<file path="src/design/lsa_pkg.sv">
`default_nettype none

package lsa_pkg;

  // Default maximum sequence lengths
  localparam int MaxQueryLenDef = 32;
  localparam int MaxRefLenDef   = 32;

  // Field widths
  localparam int SymW   = 8;
  localparam int ScoreW = 12;
  localparam int PosW   = 6;
  localparam int CfgW   = 8;
  localparam int PaddrW = 4;
  localparam int PdataW = 32;

  localparam logic [ScoreW-1:0] ScoreCap = 12'd4064;

  // Register indexes (word address)
  localparam logic [1:0] REG_GAP      = 2'd0;
  localparam logic [1:0] REG_MATCH    = 2'd1;
  localparam logic [1:0] REG_MISMATCH = 2'd2;

  localparam logic signed [CfgW-1:0] GapRst      = -8'sd2;
  localparam logic signed [CfgW-1:0] MatchRst    = 8'sd2;
  localparam logic signed [CfgW-1:0] MismatchRst = -8'sd1;

  // Traceback directions
  localparam logic [1:0] DIR_DIAG = 2'd0;
  localparam logic [1:0] DIR_UP   = 2'd1;
  localparam logic [1:0] DIR_LEFT = 2'd2;
  localparam logic [1:0] DIR_STOP = 2'd3;

  // Result step kinds
  localparam logic [1:0] KIND_MATCH    = 2'd0;
  localparam logic [1:0] KIND_MISMATCH = 2'd1;
  localparam logic [1:0] KIND_GAP_REF  = 2'd2;
  localparam logic [1:0] KIND_GAP_QRY  = 2'd3;

  typedef enum logic [0:0] {
    OP_REF_LOAD = 1'b0,
    OP_QUERY    = 1'b1
  } op_e;

  typedef struct packed {
    logic            cmd;
    logic [SymW-1:0] symbol;
    logic            last;
  } in_item_t;

  typedef struct packed {
    logic [SymW-1:0]   sym_query;
    logic [SymW-1:0]   sym_ref;
    logic [1:0]        step_kind;
    logic [ScoreW-1:0] best_score;
    logic [PosW-1:0]   end_row;
    logic [PosW-1:0]   end_col;
    logic              found;
    logic              overflow;
    logic              done_res;
  } out_item_t;

  // Classified operation handed from front to back
  typedef struct packed {
    op_e             op;
    logic [SymW-1:0] symbol;
    logic            last;
  } lsa_op_t;

  typedef struct packed {
    logic signed [CfgW-1:0] gap;
    logic signed [CfgW-1:0] match;
    logic signed [CfgW-1:0] mismatch;
  } lsa_cfg_t;

endpackage

`default_nettype wire

</file>
<file path="src/design/lsa_ram.sv">
`default_nettype none

module lsa_ram #(
  parameter int Width = 2,
  parameter int Depth = 1024
) (
  input  wire logic                                   clk_i,
  input  wire logic                                   we_i,
  input  wire logic [((Depth > 1) ? $clog2(Depth) : 1)-1:0] waddr_i,
  input  wire logic [Width-1:0]                       wdata_i,
  input  wire logic                                   re_i,
  input  wire logic [((Depth > 1) ? $clog2(Depth) : 1)-1:0] raddr_i,
  output logic      [Width-1:0]                       rdata_o
);

  logic [Width-1:0] mem_q [Depth];

  // Write port, registered read port
  always_ff @(posedge clk_i) begin
    if (we_i) begin
      mem_q[waddr_i] <= wdata_i;
    end
    if (re_i) begin
      rdata_o <= mem_q[raddr_i];
    end
  end

endmodule

`default_nettype wire

</file>
<file path="src/design/lsa_front.sv">
`default_nettype none

module lsa_front (
  input  wire logic              clk_i,
  input  wire logic              rst_ni,
  input  wire logic              in_valid_i,
  output logic                   in_ready_o,
  input  wire lsa_pkg::in_item_t in_data_i,
  output logic                   op_valid_o,
  input  wire logic              op_ready_i,
  output lsa_pkg::lsa_op_t       op_o
);
  import lsa_pkg::*;

  lsa_op_t    fifo_q [2];
  logic       wr_ptr_q, wr_ptr_d;
  logic       rd_ptr_q, rd_ptr_d;
  logic [1:0] cnt_q, cnt_d;
  logic       push, pop;
  lsa_op_t    op_c;

  // Classify the incoming transfer
  always_comb begin
    op_c.op     = in_data_i.cmd ? OP_QUERY : OP_REF_LOAD;
    op_c.symbol = in_data_i.symbol;
    op_c.last   = in_data_i.last;
  end

  assign in_ready_o = (cnt_q != 2'd2);
  assign op_valid_o = (cnt_q != 2'd0);
  assign op_o       = fifo_q[rd_ptr_q];
  assign push       = in_valid_i && in_ready_o;
  assign pop        = op_ready_i && op_valid_o;

  // Advance pointers and count
  always_comb begin
    wr_ptr_d = push ? ~wr_ptr_q : wr_ptr_q;
    rd_ptr_d = pop ? ~rd_ptr_q : rd_ptr_q;
    cnt_d    = cnt_q;
    if (push && !pop) begin
      cnt_d = cnt_q + 2'd1;
    end else if (pop && !push) begin
      cnt_d = cnt_q - 2'd1;
    end
  end

  always_ff @(posedge clk_i or negedge rst_ni) begin
    if (!rst_ni) begin
      wr_ptr_q <= 1'b0;
      rd_ptr_q <= 1'b0;
      cnt_q    <= 2'd0;
    end else begin
      wr_ptr_q <= wr_ptr_d;
      rd_ptr_q <= rd_ptr_d;
      cnt_q    <= cnt_d;
    end
  end

  // Store queue entries
  always_ff @(posedge clk_i) begin
    if (push) begin
      fifo_q[wr_ptr_q] <= op_c;
    end
  end

endmodule

`default_nettype wire

</file>
<file path="src/design/lsa_back.sv">
`default_nettype none

module lsa_back #(
  parameter int MaxQueryLen = lsa_pkg::MaxQueryLenDef,
  parameter int MaxRefLen   = lsa_pkg::MaxRefLenDef
) (
  input  wire logic               clk_i,
  input  wire logic               rst_ni,
  input  wire lsa_pkg::lsa_cfg_t  cfg_i,
  input  wire logic               op_valid_i,
  output logic                    op_ready_o,
  input  wire lsa_pkg::lsa_op_t   op_i,
  output logic                    out_valid_o,
  input  wire logic               out_ready_i,
  output lsa_pkg::out_item_t      out_data_o
);
  import lsa_pkg::*;

  localparam int RIW      = (MaxRefLen > 1) ? $clog2(MaxRefLen) : 1;
  localparam int QIW      = (MaxQueryLen > 1) ? $clog2(MaxQueryLen) : 1;
  localparam int DirDepth = MaxQueryLen * MaxRefLen;
  localparam int DirAw    = (DirDepth > 1) ? $clog2(DirDepth) : 1;

  localparam logic [2:0] ST_IDLE    = 3'd0;
  localparam logic [2:0] ST_ROW     = 3'd1;
  localparam logic [2:0] ST_TB_ADDR = 3'd2;
  localparam logic [2:0] ST_TB_DATA = 3'd3;
  localparam logic [2:0] ST_TB_LAST = 3'd4;

  logic [2:0]        state_q, state_d;
  logic [PosW-1:0]   col_q, col_d;
  logic [PosW-1:0]   qrow_q, qrow_d;
  logic [PosW-1:0]   tb_row_q, tb_row_d;
  logic [PosW-1:0]   ref_len_q, ref_len_d;
  logic              ref_closed_q, ref_closed_d;
  logic              dropped_q, dropped_d;
  logic [ScoreW-1:0] top_score_q, top_score_d;
  logic [PosW-1:0]   top_row_q, top_row_d;
  logic [PosW-1:0]   top_col_q, top_col_d;
  logic              pend_v_q, pend_v_d;
  out_item_t         pend_q, pend_d;
  logic              out_valid_q, out_valid_d;
  out_item_t         out_q, out_d;
  logic [SymW-1:0]   cur_sym_q, cur_sym_d;
  logic              last_q, last_d;
  logic [ScoreW-1:0] diag_q, diag_d;
  logic [ScoreW-1:0] left_q, left_d;

  logic [SymW-1:0]   ref_mem_q  [MaxRefLen];
  logic [SymW-1:0]   qsym_mem_q [MaxQueryLen];
  logic [ScoreW-1:0] prev_q     [MaxRefLen];

  logic              ref_we, q_we, prev_we, dir_we, dir_re, start_tb, out_free;
  logic [PosW-1:0]   len_eff;
  logic [RIW-1:0]    col_idx;
  logic [QIW-1:0]    tb_qidx;
  logic [SymW-1:0]   ref_rd, qsym_rd;
  logic [ScoreW-1:0] up_val, cell_c;
  logic [1:0]        dir_c, dir_rd;
  logic [DirAw-1:0]  dir_waddr, dir_raddr;
  logic signed [CfgW-1:0] sc;
  logic signed [13:0]     diag_s, up_s, left_s, best_s;

  function automatic out_item_t make_res(logic [SymW-1:0] sq, logic [SymW-1:0] sr,
                                         logic [1:0] kind, logic fnd,
                                         logic [ScoreW-1:0] score, logic [PosW-1:0] row,
                                         logic [PosW-1:0] col, logic ovf);
    out_item_t r;
    r.sym_query  = sq;
    r.sym_ref    = sr;
    r.step_kind  = kind;
    r.best_score = fnd ? score : '0;
    r.end_row    = fnd ? row : '0;
    r.end_col    = fnd ? col : '0;
    r.found      = fnd;
    r.overflow   = ovf;
    r.done_res   = 1'b0;
    return r;
  endfunction

  assign col_idx  = RIW'(col_q - 6'd1);
  assign tb_qidx  = QIW'(tb_row_q - 6'd1);
  assign ref_rd   = ref_mem_q[col_idx];
  assign qsym_rd  = qsym_mem_q[tb_qidx];
  assign up_val   = (qrow_q == '0) ? '0 : prev_q[col_idx];
  assign len_eff  = ref_closed_q ? '0 : ref_len_q;
  assign out_free = !out_valid_q || out_ready_i;

  assign dir_waddr = DirAw'(32'(qrow_q) * MaxRefLen + 32'(col_idx));
  assign dir_raddr = DirAw'(32'(tb_row_q - 6'd1) * MaxRefLen + 32'(col_idx));

  // Score one cell of the current row
  always_comb begin
    sc     = (cur_sym_q == ref_rd) ? cfg_i.match : cfg_i.mismatch;
    diag_s = $signed({2'b00, diag_q}) + $signed({{6{sc[CfgW-1]}}, sc});
    up_s   = $signed({2'b00, up_val}) + $signed({{6{cfg_i.gap[CfgW-1]}}, cfg_i.gap});
    left_s = $signed({2'b00, left_q}) + $signed({{6{cfg_i.gap[CfgW-1]}}, cfg_i.gap});
    best_s = diag_s;
    dir_c  = DIR_DIAG;
    if (up_s > best_s) begin
      best_s = up_s;
      dir_c  = DIR_UP;
    end
    if (left_s > best_s) begin
      best_s = left_s;
      dir_c  = DIR_LEFT;
    end
    if (best_s < 14'sd0) begin
      cell_c = '0;
      dir_c  = DIR_STOP;
    end else if (best_s > $signed({2'b00, ScoreCap})) begin
      cell_c = ScoreCap;
    end else begin
      cell_c = best_s[ScoreW-1:0];
    end
  end

  // Sequencer: load, row scan, traceback
  always_comb begin
    state_d      = state_q;
    col_d        = col_q;
    qrow_d       = qrow_q;
    tb_row_d     = tb_row_q;
    ref_len_d    = ref_len_q;
    ref_closed_d = ref_closed_q;
    dropped_d    = dropped_q;
    top_score_d  = top_score_q;
    top_row_d    = top_row_q;
    top_col_d    = top_col_q;
    pend_v_d     = pend_v_q;
    pend_d       = pend_q;
    cur_sym_d    = cur_sym_q;
    last_d       = last_q;
    diag_d       = diag_q;
    left_d       = left_q;
    out_valid_d  = out_valid_q && !out_ready_i;
    out_d        = out_q;
    ref_we       = 1'b0;
    q_we         = 1'b0;
    prev_we      = 1'b0;
    dir_we       = 1'b0;
    dir_re       = 1'b0;
    start_tb     = 1'b0;
    op_ready_o   = (state_q == ST_IDLE);

    case (state_q)
      ST_IDLE: begin
        if (op_valid_i) begin
          cur_sym_d = op_i.symbol;
          last_d    = op_i.last;
          if (op_i.op == OP_REF_LOAD) begin
            // Reference symbols are dropped while a query is in progress
            if (qrow_q == '0) begin
              if (len_eff < PosW'(MaxRefLen)) begin
                ref_we    = 1'b1;
                ref_len_d = len_eff + 6'd1;
              end else begin
                ref_len_d = len_eff;
                dropped_d = 1'b1;
              end
              ref_closed_d = op_i.last;
            end
          end else begin
            ref_closed_d = 1'b1;
            if (qrow_q < PosW'(MaxQueryLen)) begin
              q_we    = 1'b1;
              col_d   = 6'd1;
              diag_d  = '0;
              left_d  = '0;
              state_d = ST_ROW;
            end else begin
              dropped_d = 1'b1;
              start_tb  = op_i.last;
            end
          end
        end
      end
      ST_ROW: begin
        if (col_q > ref_len_q) begin
          qrow_d = qrow_q + 6'd1;
          if (last_q) begin
            start_tb = 1'b1;
          end else begin
            state_d = ST_IDLE;
          end
        end else begin
          prev_we = 1'b1;
          dir_we  = 1'b1;
          col_d   = col_q + 6'd1;
          diag_d  = up_val;
          left_d  = cell_c;
          if (cell_c > top_score_q) begin
            top_score_d = cell_c;
            top_row_d   = qrow_q + 6'd1;
            top_col_d   = col_q;
          end
        end
      end
      ST_TB_ADDR: begin
        if ((tb_row_q == '0) || (col_q == '0)) begin
          state_d = ST_TB_LAST;
        end else begin
          dir_re  = 1'b1;
          state_d = ST_TB_DATA;
        end
      end
      ST_TB_DATA: begin
        if (dir_rd == DIR_STOP) begin
          if (!pend_v_q) begin
            pend_d   = make_res('0, '0, KIND_MATCH, 1'b0, '0, '0, '0, dropped_q);
            pend_v_d = 1'b1;
          end
          state_d = ST_TB_LAST;
        end else if (!pend_v_q || out_free) begin
          // Release the previous step, hold the new one until the end is known
          if (pend_v_q) begin
            out_valid_d = 1'b1;
            out_d       = pend_q;
          end
          pend_v_d = 1'b1;
          state_d  = ST_TB_ADDR;
          case (dir_rd)
            DIR_DIAG: begin
              pend_d = make_res(qsym_rd, ref_rd,
                                (qsym_rd == ref_rd) ? KIND_MATCH : KIND_MISMATCH,
                                1'b1, top_score_q, top_row_q, top_col_q, dropped_q);
              tb_row_d = tb_row_q - 6'd1;
              col_d    = col_q - 6'd1;
            end
            DIR_UP: begin
              pend_d = make_res(qsym_rd, '0, KIND_GAP_REF, 1'b1,
                                top_score_q, top_row_q, top_col_q, dropped_q);
              tb_row_d = tb_row_q - 6'd1;
            end
            default: begin
              pend_d = make_res('0, ref_rd, KIND_GAP_QRY, 1'b1,
                                top_score_q, top_row_q, top_col_q, dropped_q);
              col_d = col_q - 6'd1;
            end
          endcase
        end
      end
      ST_TB_LAST: begin
        if (out_free) begin
          // Final step of the run; drop the job state
          out_valid_d    = 1'b1;
          out_d          = pend_q;
          out_d.done_res = 1'b1;
          pend_v_d       = 1'b0;
          qrow_d         = '0;
          top_score_d    = '0;
          top_row_d      = '0;
          top_col_d      = '0;
          dropped_d      = 1'b0;
          state_d        = ST_IDLE;
        end
      end
      default: begin
        state_d = ST_IDLE;
      end
    endcase

    // Launch the traceback from the best cell, or a single found=0 result if none scored
    if (start_tb) begin
      if (top_score_q == '0) begin
        pend_d   = make_res('0, '0, KIND_MATCH, 1'b0, '0, '0, '0, dropped_d);
        pend_v_d = 1'b1;
        state_d  = ST_TB_LAST;
      end else begin
        tb_row_d = top_row_q;
        col_d    = top_col_q;
        state_d  = ST_TB_ADDR;
      end
    end
  end

  always_ff @(posedge clk_i or negedge rst_ni) begin
    if (!rst_ni) begin
      state_q      <= ST_IDLE;
      col_q        <= '0;
      qrow_q       <= '0;
      tb_row_q     <= '0;
      ref_len_q    <= '0;
      ref_closed_q <= 1'b0;
      dropped_q    <= 1'b0;
      top_score_q  <= '0;
      top_row_q    <= '0;
      top_col_q    <= '0;
      pend_v_q     <= 1'b0;
      out_valid_q  <= 1'b0;
      last_q       <= 1'b0;
    end else begin
      state_q      <= state_d;
      col_q        <= col_d;
      qrow_q       <= qrow_d;
      tb_row_q     <= tb_row_d;
      ref_len_q    <= ref_len_d;
      ref_closed_q <= ref_closed_d;
      dropped_q    <= dropped_d;
      top_score_q  <= top_score_d;
      top_row_q    <= top_row_d;
      top_col_q    <= top_col_d;
      pend_v_q     <= pend_v_d;
      out_valid_q  <= out_valid_d;
      last_q       <= last_d;
    end
  end

  // Payload registers and symbol stores
  always_ff @(posedge clk_i) begin
    pend_q    <= pend_d;
    out_q     <= out_d;
    cur_sym_q <= cur_sym_d;
    diag_q    <= diag_d;
    left_q    <= left_d;
    if (ref_we) begin
      ref_mem_q[RIW'(len_eff)] <= op_i.symbol;
    end
    if (q_we) begin
      qsym_mem_q[QIW'(qrow_q)] <= op_i.symbol;
    end
    if (prev_we) begin
      prev_q[col_idx] <= cell_c;
    end
  end

  lsa_ram #(
    .Width(2),
    .Depth(DirDepth)
  ) u_dir_ram (
    .clk_i  (clk_i),
    .we_i   (dir_we),
    .waddr_i(dir_waddr),
    .wdata_i(dir_c),
    .re_i   (dir_re),
    .raddr_i(dir_raddr),
    .rdata_o(dir_rd)
  );

  assign out_valid_o = out_valid_q;
  assign out_data_o  = out_q;

  a_row_col_bound: assert property (@(posedge clk_i) disable iff (!rst_ni)
    (state_q == ST_ROW) |-> (col_q <= ref_len_q + 6'd1))
    else $error("row scan column past reference end");

  a_ref_len_bound: assert property (@(posedge clk_i) disable iff (!rst_ni)
    ref_len_q <= PosW'(MaxRefLen))
    else $error("reference length beyond maximum");

  a_qrow_bound: assert property (@(posedge clk_i) disable iff (!rst_ni)
    qrow_q <= PosW'(MaxQueryLen))
    else $error("query row beyond maximum");

  a_tb_inside: assert property (@(posedge clk_i) disable iff (!rst_ni)
    (state_q == ST_TB_DATA) |-> ((tb_row_q != '0) && (col_q != '0)))
    else $error("traceback read outside the matrix");

  a_job_clear: assert property (@(posedge clk_i) disable iff (!rst_ni)
    ((state_q == ST_TB_LAST) && out_free) |=>
      ((qrow_q == '0) && (top_score_q == '0) && out_valid_q && out_q.done_res))
    else $error("job state not cleared after final result");

endmodule

`default_nettype wire

</file>
<file path="src/design/local_sequence_alignment.sv">
`default_nettype none

// Smith-Waterman local aligner, linear gap. Load the reference one symbol per
// transfer (cmd 0), then stream query symbols (cmd 1); after the query symbol
// marked last, the block emits the traceback from the best cell, one result per
// aligned pair, with done_res on the final one (a single found=0 result if no
// cell scored). A two-entry queue decouples input acceptance from the scoring
// engine. In the engine, one cell unit scans the row of a query symbol one column
// per cycle; each traceback step waits on a registered direction memory read, and
// the traceback waits while the output is stalled. Scores use gap_score,
// match_reward and mismatch_cost at APB offsets 0x0, 0x4 and 0x8.
module local_sequence_alignment #(
  parameter int MaxQueryLen = lsa_pkg::MaxQueryLenDef,
  parameter int MaxRefLen   = lsa_pkg::MaxRefLenDef
) (
  input  wire logic                          clk_i,
  input  wire logic                          rst_ni,
  input  wire logic                          in_valid_i,
  output logic                               in_ready_o,
  input  wire lsa_pkg::in_item_t             in_data_i,
  output logic                               out_valid_o,
  input  wire logic                          out_ready_i,
  output lsa_pkg::out_item_t                 out_data_o,
  input  wire logic                          psel,
  input  wire logic                          penable,
  input  wire logic                          pwrite,
  input  wire logic [lsa_pkg::PaddrW-1:0]    paddr,
  input  wire logic [lsa_pkg::PdataW-1:0]    pwdata,
  output logic      [lsa_pkg::PdataW-1:0]    prdata,
  output logic                               pready
);
  import lsa_pkg::*;

  lsa_cfg_t cfg_q, cfg_d;
  logic     op_valid, op_ready, cfg_wr;
  lsa_op_t  op;

  assign pready = 1'b1;
  assign cfg_wr = psel && penable && pwrite && pready;

  // Register write decode
  always_comb begin
    cfg_d = cfg_q;
    if (cfg_wr) begin
      case (paddr[3:2])
        REG_GAP:      cfg_d.gap      = pwdata[CfgW-1:0];
        REG_MATCH:    cfg_d.match    = pwdata[CfgW-1:0];
        REG_MISMATCH: cfg_d.mismatch = pwdata[CfgW-1:0];
        default:      cfg_d = cfg_q;
      endcase
    end
  end

  // Register read mux
  always_comb begin
    case (paddr[3:2])
      REG_GAP:      prdata = {{(PdataW-CfgW){1'b0}}, cfg_q.gap};
      REG_MATCH:    prdata = {{(PdataW-CfgW){1'b0}}, cfg_q.match};
      REG_MISMATCH: prdata = {{(PdataW-CfgW){1'b0}}, cfg_q.mismatch};
      default:      prdata = '0;
    endcase
  end

  always_ff @(posedge clk_i or negedge rst_ni) begin
    if (!rst_ni) begin
      cfg_q.gap      <= GapRst;
      cfg_q.match    <= MatchRst;
      cfg_q.mismatch <= MismatchRst;
    end else begin
      cfg_q <= cfg_d;
    end
  end

  lsa_front u_front (
    .clk_i     (clk_i),
    .rst_ni    (rst_ni),
    .in_valid_i(in_valid_i),
    .in_ready_o(in_ready_o),
    .in_data_i (in_data_i),
    .op_valid_o(op_valid),
    .op_ready_i(op_ready),
    .op_o      (op)
  );

  lsa_back #(
    .MaxQueryLen(MaxQueryLen),
    .MaxRefLen  (MaxRefLen)
  ) u_back (
    .clk_i      (clk_i),
    .rst_ni     (rst_ni),
    .cfg_i      (cfg_q),
    .op_valid_i (op_valid),
    .op_ready_o (op_ready),
    .op_i       (op),
    .out_valid_o(out_valid_o),
    .out_ready_i(out_ready_i),
    .out_data_o (out_data_o)
  );

endmodule

`default_nettype wire

</file>
<file path="config.mk">
export PLATFORM = sky130hd
export DESIGN_NAME = local_sequence_alignment
export DESIGN_NICKNAME = d
export VERILOG_FILES = /design/src/design/lsa_pkg.sv /design/src/design/lsa_ram.sv /design/src/design/lsa_front.sv /design/src/design/lsa_back.sv /design/src/design/local_sequence_alignment.sv
export SDC_FILE = /design/constraint.sdc
export NUM_CORES = 2
export LEC_CHECK = 0
export BUFFER_PORTS_ARGS = -buffer_cell sky130_fd_sc_hd__buf_2
export CAP_MARGIN = 5
export CELL_PAD_IN_SITES_DETAIL_PLACEMENT = 2
export CELL_PAD_IN_SITES_GLOBAL_PLACEMENT = 2
export CORE_ASPECT_RATIO = 1.25
export CORE_UTILIZATION = 53
export CTS_CLUSTER_SIZE = 16
export DETAILED_ROUTE_END_ITERATION = 16
export HOLD_SLACK_MARGIN = 0.1
export PLACE_DENSITY_LB_ADDON = 0.1
export SETUP_SLACK_MARGIN = 0.15
export SLEW_MARGIN = 40
export SYNTH_ARGS = -nofsm -noshare
export SYNTH_HDL_FRONTEND = slang
export SYNTH_SLANG_ARGS = --single-unit
</file>
<file path="constraint.sdc">
create_clock -name clk_i -period 39.5 [get_ports clk_i]
set_input_delay 3.95 -clock clk_i [delete_from_list [all_inputs] [get_ports clk_i]]
set_output_delay 3.95 -clock clk_i [all_outputs]
set_load 0.03 [all_outputs]
</file>
==> metrics, run 1 <==
post-synthesis sequential area ratio between 70% and 80%; count leader, synth edfxtp_1; number of CTS-inserted buffers between 300 and 400; postcts setup bufs 0; status stopped before the end; initial core utilization between 50% and 60%; warnings from Yosys 0; port bufs slightly above 80; Stop stage 4_1_cts; top post-synthesis cells by area edfxtp_1 (71%), mux4_2 (13%), nor2_1 (3.5%), dfrtp_1 (1.3%), clkbuf_1 (1.1%); CTS max path bufs 4; Mapped Cells 7267; post-synthesis register bit count roughly 3200; DIE HEIGHT ~550 µm; main flop type after synthesis edfxtp_1; Ports between 100 and 150; post-DP HPWL 287000 µm; area leader, netlist edfxtp_1; Resize count post-CTS 0; Avg Inst Size Synth 17.8 µm²; post-cts hold buffer count 0; Die W roughly 440 µm; Async SR Flop Fraction ~2.6%; Post-synth top cells edfxtp_1 (3043), nor2_1 (1200), mux4_2 (747); Yosys cell types between 80 and 90; GPL Wtd Cong between 0.7 and 0.8; row count between 200 and 250; share of Yosys cell area claimed by the top area cell type between 70% and 80%; H-tree Lvls 5; tool error [ERROR DPL-0033] detailed placement checks failed during check placement.; EDFF count, synth roughly 3000; root buffer cell clkbuf_16; Syn Std Cell Area about 0.13 mm²; CTS Sinks 3172
-- cell families after synthesis --
family / count (synthesis) / synth area share, %
XOR/XNOR: 57 / 0.386
flip-flops: 3172 / 73.1
AND/OR/NAND/NOR: 1786 / 5.87
AO/OA/AOI/OAI: 652 / 3.72
buffers and inverters: 653 / 2.12
multiplexers: 839 / 13.8
other: 2 / 0.00581
adder cells (fa/ha/maj): 106 / 1.04
-- metrics by stage --
stage	setup WS [ps]	hold WS [ps]	cell area [µm²]	instances	util [%]
2_1_floorplan	13210	402	129000	7290	-
3_3_place_gp	23900	415	133000	10171	55.0
3_5_place_dp	22810	422	134000	10174	55.1
==> run 2, diff against run 1 <==
- CELL_PAD_IN_SITES_DETAIL_PLACEMENT: 2 -> not set
- CELL_PAD_IN_SITES_GLOBAL_PLACEMENT: 2 -> not set
- CORE_ASPECT_RATIO: 1.25 -> not set
- CORE_UTILIZATION: 53 -> 40
- CTS_CLUSTER_SIZE: 16 -> not set
- HOLD_SLACK_MARGIN: 0.1 -> not set
- PLACE_DENSITY_LB_ADDON: 0.1 -> 0.15
- SETUP_SLACK_MARGIN: 0.15 -> not set
==> run 2 against run 1 <==
The flow now finishes without violations. Synthesized area stayed put. Synthesized cell count did not move.
==> metrics, run 2 <==
reg2reg path depth 48; Vias per Instance between 5 and 6; Endpoint, Worst Hold u_back.out_data_o[44]; row count 208 (+3.0%); status completed; Die W 570 µm (+29%); vias post-DR around 70000; largest net degree at the start of global routing 208; Setup crit start kind register; CP Capture Type register; slowest stage delay, CP ~930 ps; area leader, netlist edfxtp_1; drt pass-1 iters 6; postcts setup bufs 0 (unchanged); Slew Limit Fails 0; Avg Inst Size Synth 17.8 µm² (unchanged); H-tree Lvls 5 (unchanged); CP Data Required Time around 40000 ps; WP data arrival 16330 ps; area delta synth->final 13.2%; post-synthesis sequential area ratio 73.1% (unchanged); post-DP HPWL 206000 µm (-28%); CTS max path bufs 4 (unchanged); Reg2Reg Setup Slack approximately 24000 ps; CP startpoint u_back.col_q[0]; Mapped Cells 7267 (unchanged); largest registers u_back.u_dir_ram.mem_q (2048), u_back.prev_q (384); Syn Std Cell Area 0.129 mm² (unchanged); Ports 133 (unchanged); RSZ-0062 raised after global routing no; Final setup viols 0; number of CTS-inserted buffers 339 (+6.9%); M1 GR Usage between 30% and 40%; port bufs 81 (unchanged); Resize count post-CTS 0 (unchanged); first-pass GRT wire length 511000 µm; CP Class register to register; Largest Register u_back.u_dir_ram.mem_q; Clock transition at path regs roughly 60 ps; final antenna-violating net count 0; WL/cell ~30 µm; vias in the first global route about 71000; count leader, synth edfxtp_1; reg2reg end u_back.top_row_q[2]; commonest non-fill, non-tap cell in the layout edfxtp_1; core area 0.321 mm²; DIE HEIGHT 570 µm (+2.9%); EDFF count, synth 3043 (unchanged); Async SR Flop Fraction 2.65% (unchanged); grt ovf 0; max reg flops 2048; initial core utilization 40.2% (-13 points); setup TNS 0 ps; initial antenna violation count 15; DRC 0; Post-Route WL between 300000 and 400000 µm; share of post-route cells with drive strength above 1 a little under a quarter; worst hold path class register to register; post-cts hold buffer count 0 (unchanged); root buffer cell clkbuf_16; Period minus WS final between 15000 and 20000 ps; worst hold start u_back.pend_q[44]; Fin. Hold Viols 0; Post-synth top cells edfxtp_1 (3043), nor2_1 (1200), mux4_2 (747); max frequency roughly 64 MHz; hold depth 0; later-pin clock latency in the skew report ~900 ps; top post-synthesis cells by area edfxtp_1 (71%), mux4_2 (13%), nor2_1 (3.5%), dfrtp_1 (1.3%), clkbuf_1 (1.1%); Max-Cap Viols 0; actual slew at the worst max-slew pin 910 ps; worst r2r src u_back.col_q[0]; CTS Sinks 3172 (unchanged); most frequent cells in the layout edfxtp_1 (3043), nor2_1 (1146), mux4_2 (747); crit share post-route ~40%; warnings from Yosys 0 (unchanged); most used routing layer met2; Die ar. about 0.33 mm²; Total GRT Usage between 20% and 30%; Yosys cell types 89 (unchanged); CP Max Fanout 45; drt first-iter violations between 7000 and 8000; CTS tree yes; skew final 50.2 ps; worst rel slew slack 39.3%; share of Yosys cell area claimed by the top area cell type 70.7% (unchanged); Nets ~7500; CP max-delay cell or4_1; GPL Wtd Cong 0.803 (+1.2%); main flop type after synthesis edfxtp_1; post-synthesis register bit count 3172 (unchanged); GR Util met3 between 2 and 3%; met2 Track Usage GR a little over a third
[run 2: cell counts after synthesis]
Identical to the previous run, type by type.
[run 2: worst max-delay path: cells and delay by family (launching register included)]
family / cells / cell delay [ps]
simple gates: 20 / 5890
compound gates: 15 / 3690
fa+ha+maj: 6 / 2280
buf+inv: 4 / 1370
mux: 3 / 1210
flops: 1 / 900
[run 2: worst max-delay path by stage]
stage	to	cells past startpoint
2_1_floorplan	u_back.u_dir_ram.mem_q[0][1]	52
5_1_grt	u_back.top_score_q[3]	48
3_5_place_dp	u_back.top_row_q[1]	47
4_1_cts	u_back.top_row_q[1]	47
6_report	u_back.top_row_q[2]	48
3_3_place_gp	u_back.top_score_q[10]	47
[run 2: logic make-up after synthesis]
group / synth area share (%)
flops: 73.1
simple gates: 5.87
mux: 13.8
buf+inv: 2.12
compound gates: 3.72
fa+ha+maj: 1.04
xor+xnor: 0.386
other cells: 0.00581
[run 2: stage by stage]
step | worst slack [ps] | utilization [%] | cells | hold slack [ps] | area (µm²)
2_1_floorplan | 13210 | - | 7290 | 402 | 129000
4_1_cts | 23430 | 45.5 | 11941 | 436 | 146000
6_report | 23940 | 45.5 | 11946 | 434 | 146000
3_3_place_gp | 23410 | 42.0 | 11318 | 421 | 135000
3_5_place_dp | 23470 | 42.1 | 11330 | 421 | 135000
5_1_grt | 22840 | 45.5 | 11944 | 445 | 146000
[run 2: layout make-up]
cell class                      count  area (µm²)
Timing Repair Buffer              281        2340
Tap cell                         4305        5390
Sequential cell                  3172       94400
Clock buffer                      415        8990
Clock inverter                    196        1810
Fill cell                       27767      175000
Inverter                          109         409
Multi-Input combinational cell   3465       32800
Antenna cell                        3        7.51
[run 2: layer usage]
metal / vias up / share of wire, %
li1: 29106 / -
met1: 36847 / 43
met2: 2419 / 49
met3: 468 / 6.0
met4: 2 / 2.3
met5: - / 0.0053
Power of run 2 is left out: the tool's default activity adds up to more than one toggle a clock period on the data nets, which glitch-free logic cannot reach.
